===== src/rtl/core/biq_pkg.sv =====
`timescale 1ns / 1ps
// ============================================================================
// Cascaded biquad IIR filter package
// Shared constants, command and register codes, and payload types.
// ============================================================================
package biq_pkg;

    localparam int MAX_SECTIONS    = 16;
    localparam int SAMPLE_BITS     = 24;
    localparam int COEFF_FRAC_BITS = 20;

    localparam int CMD_W      = 2;
    localparam int SEC_IDX_W  = 4;
    localparam int SEL_W      = 2;
    localparam int COEFF_W    = 24;
    localparam int HIST_W     = 32;
    localparam int NSEC_W     = 5;
    localparam int GAIN_W     = 24;
    localparam int SHIFT_W    = 6;
    localparam int CFG_IDX_W  = 2;
    localparam int CFG_DATA_W = 24;

    localparam int SEC_W  = (MAX_SECTIONS > 1) ? $clog2(MAX_SECTIONS) : 1;
    localparam int PROD_W = COEFF_W + HIST_W;
    localparam int ACC_W  = ((COEFF_W > COEFF_FRAC_BITS) ? COEFF_W : COEFF_FRAC_BITS)
                            + HIST_W + 3;
    localparam int GP_W   = HIST_W + GAIN_W + 1;

    localparam logic signed [ACC_W-1:0] ROUND_C = ACC_W'(1) << (COEFF_FRAC_BITS - 1);

    localparam logic [CMD_W-1:0] CMD_FILTER = 2'd0;
    localparam logic [CMD_W-1:0] CMD_COEF   = 2'd1;
    localparam logic [CMD_W-1:0] CMD_CLEAR  = 2'd2;

    localparam logic [CFG_IDX_W-1:0] CFG_SECTIONS_USED = 2'd0;
    localparam logic [CFG_IDX_W-1:0] CFG_GAIN_MANTISSA = 2'd1;
    localparam logic [CFG_IDX_W-1:0] CFG_GAIN_SHIFT    = 2'd2;

    localparam logic [NSEC_W-1:0]  SECTIONS_USED_RST = 5'd1;
    localparam logic [GAIN_W-1:0]  GAIN_MANTISSA_RST = 24'd8388608;
    localparam logic [SHIFT_W-1:0] GAIN_SHIFT_RST    = 6'd23;

    typedef struct packed {
        logic [CMD_W-1:0]              cmd;
        logic signed [SAMPLE_BITS-1:0] sample_in;
        logic                          block_end;
        logic [SEC_IDX_W-1:0]          section_index;
        logic [SEL_W-1:0]              coeff_select;
        logic signed [COEFF_W-1:0]     coeff_value;
    } in_item_t;

    typedef struct packed {
        logic signed [SAMPLE_BITS-1:0] sample_out;
        logic                          block_end_out;
        logic                          saturated;
    } out_item_t;

    typedef struct packed {
        logic                      valid;
        logic signed [HIST_W-1:0]  y;
    } biq_tok_t;

    typedef struct packed {
        logic                      clear;
        logic                      coef_we;
        logic [SEL_W-1:0]          coef_sel;
        logic signed [COEFF_W-1:0] coef_val;
    } biq_ctl_t;

endpackage


===== src/rtl/core/biq_section_cell.sv =====
`timescale 1ns / 1ps
// ============================================================================
// Biquad section cell
// One second-order section: four coefficients, two input and two output
// history words, and a multiplier that accumulates one product per cycle.
// ============================================================================
module biq_section_cell (
    input  logic               aclk,
    input  logic               aresetn,
    input  biq_pkg::biq_ctl_t  ctl,
    input  biq_pkg::biq_tok_t  tok_in,
    output biq_pkg::biq_tok_t  tok_out
);
    import biq_pkg::*;

    logic signed [COEFF_W-1:0] coef_reg [4];
    logic signed [COEFF_W-1:0] coef_next [4];
    logic signed [HIST_W-1:0]  hist_reg [4];
    logic signed [HIST_W-1:0]  hist_next [4];
    logic signed [HIST_W-1:0]  x_reg, x_next;
    logic signed [ACC_W-1:0]   acc_reg, acc_next;
    logic signed [PROD_W-1:0]  prod_reg, prod_next;
    logic                      busy_reg, busy_next;
    logic [1:0]                ph_reg, ph_next;
    logic                      out_valid_reg, out_valid_next;
    logic signed [HIST_W-1:0]  out_y_reg, out_y_next;

    logic signed [ACC_W-1:0]   acc_fin;
    logic signed [ACC_W-1:0]   y_wide;
    logic                      y_ovf;
    logic signed [HIST_W-1:0]  y_sat;

    always_comb begin
        coef_next      = coef_reg;
        hist_next      = hist_reg;
        x_next         = x_reg;
        acc_next       = acc_reg;
        busy_next      = busy_reg;
        ph_next        = ph_reg;
        out_valid_next = 1'b0;
        out_y_next     = out_y_reg;
        prod_next      = coef_reg[ph_reg] * hist_reg[ph_reg];

        acc_fin = acc_reg - ACC_W'(prod_reg);
        y_wide  = acc_fin >>> COEFF_FRAC_BITS;
        y_ovf   = !(&y_wide[ACC_W-1:HIST_W-1]) && (|y_wide[ACC_W-1:HIST_W-1]);
        y_sat   = y_ovf ? {y_wide[ACC_W-1], {(HIST_W-1){~y_wide[ACC_W-1]}}}
                        : y_wide[HIST_W-1:0];

        if (ctl.coef_we) begin
            coef_next[ctl.coef_sel] = ctl.coef_val;
        end
        if (ctl.clear) begin
            for (int k = 0; k < 4; k++) begin
                hist_next[k] = '0;
            end
        end

        if (!busy_reg) begin
            if (tok_in.valid) begin
                busy_next = 1'b1;
                ph_next   = 2'd1;
                x_next    = tok_in.y;
                acc_next  = (ACC_W'(tok_in.y) <<< COEFF_FRAC_BITS) + ROUND_C;
            end
        end else begin
            ph_next = ph_reg + 2'd1;
            case (ph_reg)
                2'd1, 2'd2: acc_next = acc_reg + ACC_W'(prod_reg);
                2'd3:       acc_next = acc_reg - ACC_W'(prod_reg);
                default: begin
                    busy_next      = 1'b0;
                    ph_next        = 2'd0;
                    out_valid_next = 1'b1;
                    out_y_next     = y_sat;
                    hist_next[1]   = hist_reg[0];
                    hist_next[0]   = x_reg;
                    hist_next[3]   = hist_reg[2];
                    hist_next[2]   = y_sat;
                end
            endcase
        end
    end

    always_ff @(posedge aclk) begin
        coef_reg  <= coef_next;
        x_reg     <= x_next;
        acc_reg   <= acc_next;
        prod_reg  <= prod_next;
        out_y_reg <= out_y_next;
        if (!aresetn) begin
            busy_reg      <= 1'b0;
            ph_reg        <= 2'd0;
            out_valid_reg <= 1'b0;
            for (int k = 0; k < 4; k++) begin
                hist_reg[k] <= '0;
            end
        end else begin
            busy_reg      <= busy_next;
            ph_reg        <= ph_next;
            out_valid_reg <= out_valid_next;
            hist_reg      <= hist_next;
        end
    end

    assign tok_out.valid = out_valid_reg;
    assign tok_out.y     = out_y_reg;

endmodule


===== config.mk =====
export PLATFORM = sky130hd
export DESIGN_NAME = biq_section_cell
export DESIGN_NICKNAME = d
export VERILOG_FILES = /design/src/rtl/core/biq_pkg.sv /design/src/rtl/core/biq_section_cell.sv
export SDC_FILE = /design/constraint.sdc
export NUM_CORES = 2
export LEC_CHECK = 0
export BUFFER_PORTS_ARGS = -buffer_cell sky130_fd_sc_hd__buf_2
export CORE_MARGIN = 10
export CORE_UTILIZATION = 50
export CTS_CLUSTER_DIAMETER = 60
export DETAILED_ROUTE_END_ITERATION = 16
export PLACE_DENSITY = 0.73
export SYNTH_ARGS = -nofsm -noshare
export SYNTH_HDL_FRONTEND = slang
export SYNTH_SLANG_ARGS = --single-unit

===== constraint.sdc =====
create_clock -name aclk -period 26.7 [get_ports aclk]
set_input_delay 6.675 -clock aclk [delete_from_list [all_inputs] [get_ports aclk]]
set_output_delay 6.675 -clock aclk [all_outputs]
set_load 0.02 [all_outputs]

# Word-level counts from Yosys, hierarchy flattened
# Index checks and enable logic that the tools add are counted.
totals:
  elab_cells: 67
  inputBits: 63
  regBits: 407
  output_inout_bits: 33
classes:
  eq_ne: 4
  n_mul: 1
  reduce_logical: 12
  magnitude_cmp: 3
  mux: 23
  n_addsub: 4
  n_bitwise: 5
op_table:
  columns: ["op", "n"]
  rows:
  - ["128-bit 2-to-1 mux", 3]
  - ["59-bit 2-to-1 mux", 2]
  - ["59-bit one-hot mux with 2 select lines", 1]
  - ["96-bit bitwise mux", 1]
  - ["32-bit 2-to-1 mux", 3]
  - ["24-bit 2-to-1 mux", 3]
  - ["32-bit binary-select mux with 2-bit select", 1]
  - ["59-bit by 56-bit adder with 59-bit output", 1]
  - ["59-bit by 56-bit subtractor with 59-bit output", 1]
  - ["24-bit by 32-bit multiplier with 56-bit output", 1]
  - ["52-bit by 21-bit adder with 53-bit output, second input constant", 1]
  - ["24-bit binary-select mux with 2-bit select", 1]
  - ["24-bit demux with 2-bit select", 1]
  - ["2-bit AND reduction", 4]
  - ["8-bit AND reduction", 1]
  - ["8-bit OR reduction", 1]
  - ["3-bit >= comparator, second input constant", 2]
  - ["2-bit 2-to-1 mux", 3]
  - ["2-bit NOT with 3-bit output", 2]
  - ["2-bit equality test, second input constant", 2]
  - ["1-bit 2-to-1 mux", 4]
  - ["3-bit by 1-bit < comparator with 1-bit output, second input constant", 1]
  - ["3-bit by 1-bit != test with 1-bit output, second input constant", 1]
  - ["1-bit NOT", 3]
  - ["7 further kinds", 8]

# Depth between registers and ports, before layout
depth:
  ltp_word: 7
  mapped_depth: 35
  mapped_depth_nobuf: 31

# Least setup slack after synthesis
# OpenSTA, ideal clock, no wires.
synth_path:
  path_kind: "input to register"
  start: "input port tok_in[32] (netlist bit)"
  end: "register acc_reg[0], enable pin"
  path_slack_ns: 16.491
  path_stages: 2
  arrival_time_ns: 9.783
  path_cell_list: "nor2b_1 -> nand2b_1"
synth_via:
  elab_chain_cells: 2
synth_rtl:
  columns: ["element", "line_no", "source"]
  rows:
  - ["start, declared", "biq_section_cell.sv:11", "input biq_pkg::biq_tok_t tok_in,"]
  - ["2-bit nonzero test (no source line)", null, null]
  - ["2-bit AND reduction (no source line)", null, null]
  - ["end signal, assigned", "biq_section_cell.sv:88", "acc_reg <= acc_next;"]
  - ["end, declared", "biq_section_cell.sv:21", "logic signed [ACC_W-1:0] acc_reg, acc_next;"]
# Every way passes these cells.
# A chain may end at the register's enable or synchronous reset.

# Worst setup path in the final report
layout_path:
  start: "register ph_reg[0]"
  end: "register prod_reg[51]"
layout_via:
  elab_chain_cells: 5
  elab_cells_between_ends: 8
layout_rtl:
  columns: ["element", "line_no", "source"]
  rows:
  - ["start, declared", "biq_section_cell.sv:24", "logic [1:0] ph_reg, ph_next;"]
  - ["start signal, assigned", "biq_section_cell.sv:100", "ph_reg <= ph_next;"]
  - ["2-bit NOT with 3-bit output (implied by the code) *", "biq_section_cell.sv:42", "prod_next = coef_reg[ph_reg] * hist_reg[ph_reg];"]
  - ["24-bit binary-select mux with 2-bit select / 32-bit binary-select mux with 2-bit select (equally long branches)", "biq_section_cell.sv:42", null]
  - ["24-bit 2-to-1 mux (implied by the code) / 32-bit 2-to-1 mux (equally long branches) (2 in series)", "biq_section_cell.sv:42", null]
  - ["24-bit by 32-bit multiplier with 56-bit output *", "biq_section_cell.sv:42", null]
  - ["via prod_next[51]", "biq_section_cell.sv:22", "logic signed [PROD_W-1:0] prod_reg, prod_next;"]
  - ["end signal, assigned", "biq_section_cell.sv:89", "prod_reg <= prod_next;"]
  - ["end, declared", "biq_section_cell.sv:22", null]
# Mark *: on every way through the listed nets, which the timed path passes. The rest lies on a longest branch. The select of a mux whose other input is x is not followed.

==> impl_metrics.env <==
export IMPL_slew_limit_headroom=0.0281
export IMPL_postCtsSetupRepairBufs=0
export IMPL_maxCapViolCount=0
export IMPL_grt_ovfl_total=0
export IMPL_clockBufferDepth=3
export IMPL_post_route_util=0.536
export IMPL_io_buffers=95
export IMPL_crit_arrival_ns=9.97
export IMPL_ant_nets=0
export IMPL_tightest_slew_ns=1.45
export IMPL_hold_ws_ns=0.462
export IMPL_r2r_start="ph_reg[0]$_SDFFE_PN0P_"
export IMPL_clkLatencyLatePin_ns=0.60
export IMPL_worst_path_max_delay_cell="buf_4"
export IMPL_synthArstFlopShare=0
export IMPL_ys_flop_type="edfxtp_1"
export IMPL_fp_coreArea_sq_um=96600
export IMPL_r2r_end="prod_reg[51]$_DFF_P_"
export IMPL_cpMostUsedCell="fa_1"
export IMPL_r2r_cells=28
export IMPL_syn_inst=5130
export IMPL_ctsHoldBuffers=0
export IMPL_seq_area_frac_synth=0.213
export IMPL_yosysUniqueCellTypes=100
export IMPL_period_minus_slack_ns=9.51
export IMPL_num_rows=114
export IMPL_slowest_delay_ns=0.65
export IMPL_synth_top_cell_area_share=0.324
export IMPL_fin_setup_tns_ns=0
export IMPL_multiInputGateArea_sq_um=33800
export IMPL_die_h_um=332
export IMPL_path_class="register to register"
export IMPL_final_layout_size_suffix_gt1_frac=0.0795
export IMPL_status="finished clean"
export IMPL_area_growth_pct=6.65
export IMPL_setup_viol=0
export IMPL_post_drt_wl_per_cell_um=22.7
export IMPL_fin_crit_sh=0.356
export IMPL_cts_max_level=2
export IMPL_grt_util_all_layers=0.259
export IMPL_largest_reg_flops=128
export IMPL_crit_path_start_kind="register"
export IMPL_power_uw=5710
export IMPL_antenna_found_initial=3
export IMPL_max_freq_mhz=105
export IMPL_avgSynthCellArea_sq_um=9.46
export IMPL_p_leak_uw=0.0236
export IMPL_start_util=0.503
export IMPL_drt_pass1_iter_count=5
export IMPL_cp_max_fo=44
export IMPL_min_from="x_reg[19]$_DFFE_PP_"
export IMPL_synth_area_top_cells="fa_1 32%, edfxtp_1 14%, dfxtp_1 7.8%"
export IMPL_synth_nets=6247
export IMPL_numCtsBuffers=43
export IMPL_gp_congestion=0.960
export IMPL_ctsResizeCount=0
export IMPL_layout_area_seq_sq_um=10300
export IMPL_drtIter0Drc=3618
export IMPL_via_per_inst=5.85
export IMPL_clk_pin_slew_ns=0.07
export IMPL_grt_pass1_vias=39000
export IMPL_rsz0062_at_grt="false"
export IMPL_rrSetupSlack_ns=17.19
export IMPL_peakVddDrop_mv=0.118
export IMPL_required_ns=27.16
export IMPL_hold_class="register to register"
export IMPL_critical_path_endpoint_type="register"
export IMPL_fin_skew_ns=0.0389
export IMPL_vias=37500
export IMPL_ys_ff_latch=407
export IMPL_yosysTopAreaCell="fa_1"
export IMPL_root_buffer="clkbuf_16"
export IMPL_routed_wl_mm=145
export IMPL_fillers=8600
export IMPL_power_density_nw_per_um2=110
export IMPL_min_to="hist_reg[115]$_SDFF_PN0_"
export IMPL_hold_viol_final=0
export IMPL_hold_depth=1
export IMPL_drc_errors=0
export IMPL_die_area_sq_um=110000
export IMPL_die_x_um=332
export IMPL_dp_hpwl_mm=111
export IMPL_yosysWarnings=0
export IMPL_drv_slew=0
export IMPL_numClockSinks=407
export IMPL_final_nets=6214
export IMPL_grt_max_degree=87
export IMPL_synth_edf_count=219
export IMPL_syn_area_sq_um=48500
export IMPL_ios=96
export IMPL_grt_pass1_wl_mm=225
export IMPL_cts_tree="built"
## synth_stat cells (21+ instances only)
cell and count:
o21ai_1 34, fa_1 785, ha_1 269, o21a_1 58, o21ai_0 135, nand2_1 543, and2_1 51, a21o_1 62
o211ai_1 25, nor2_1 530, nor3_1 33, nand3_1 29, edfxtp_1 219, mux2i_1 59, o31ai_1 32, clkbuf_1 197
a21oi_1 224, o21bai_1 41, xor2_1 21, dfxtp_1 188, a22o_1 98, inv_1 898, xnor2_1 126, buf_2 31
mux2_2 66, nand2b_1 45
## routing by layer
metal,share of wire,GRT usage,up-vias,routed length (um)
li1,-,-,16400,-
met1,0.38,0.324,18700,54700
met2,0.48,0.428,1902,69300
met3,0.087,0.0455,514,12700
met4,0.059,0.132,0,8530
met5,0,0,-,0
## cells in the final DEF, fill, tap and decap left out, drive strengths merged, types with 62 or more instances in the layout
master,n
inv,906
fa,785
nand2,543
nor2,530
ha,269
a21oi,227
edfxtp,219
dfxtp,188
buf,184
o21ai,170
xnor2,127
a22o,98
mux2,66
a21o,62
## layout make-up
type / instances / share of cell area
clock buffer: 54 / 0.0238
antenna: 1 / 0.0000484
timing repair buffer: 184 / 0.0221
clock inverter: 26 / 0.00520
sequential: 407 / 0.200
tap: 1276 / 0.0308
multi-input combinational: 3555 / 0.652
inverter: 906 / 0.0657
## stage by stage
stage	area, sq um	std cells	setup slack, ns
final	51800	6409	17.19
after CTS	51800	6408	17.27
after global placement	50300	6328	17.48
after floorplan	48500	5130	16.49
after detailed placement	50300	6328	17.27
after global routing	51800	6409	16.81
## worst max-delay path, delay by kind of cell, from the launching register on
kind	cells	cell delay, ns
adder cells (fa/ha/maj)	8	3.96
AO/OA/AOI/OAI	9	1.96
AND/OR/NAND/NOR	3	0.82
flip-flops	1	0.58
buffers and inverters	6	1.32
multiplexers	2	0.65
## cells by family (layout without fill, tap and decap cells)
kind of cell,Yosys count,in the layout,share of synthesized area
AND/OR/NAND/NOR,1354,1354,0.120
buffers and inverters,1168,1170,0.0928
AO/OA/AOI/OAI,865,865,0.123
XOR/XNOR,148,148,0.0269
adder cells (fa/ha/maj),1054,1054,0.393
other,0,1,0
flip-flops,407,407,0.213
multiplexers,134,134,0.0317
## power by group
part	total, uW	switching, uW	leakage [uW]	internal [uW]
logic	4190	2620	0.0192	1570
clock network	630	274	0.000729	355
registers	885	71.5	0.00360	814
total	5710	2970	0.0236	2740
## worst max path at each step
stage / from / to / cells past startpoint
6_report: ph_reg[0]$_SDFFE_PN0P_ / prod_reg[51]$_DFF_P_ / 28
5_1_grt: ph_reg[0]$_SDFFE_PN0P_ / prod_reg[51]$_DFF_P_ / 28
4_1_cts: ph_reg[0]$_SDFFE_PN0P_ / prod_reg[51]$_DFF_P_ / 28
3_5_place_dp: ph_reg[0]$_SDFFE_PN0P_ / prod_reg[51]$_DFF_P_ / 28
3_3_place_gp: ph_reg[0]$_SDFFE_PN0P_ / prod_reg[51]$_DFF_P_ / 28
2_1_floorplan: tok_in[32] / acc_reg[0]$_SDFFCE_PN0P_ / 2
(Power assumes the default switching activity.)
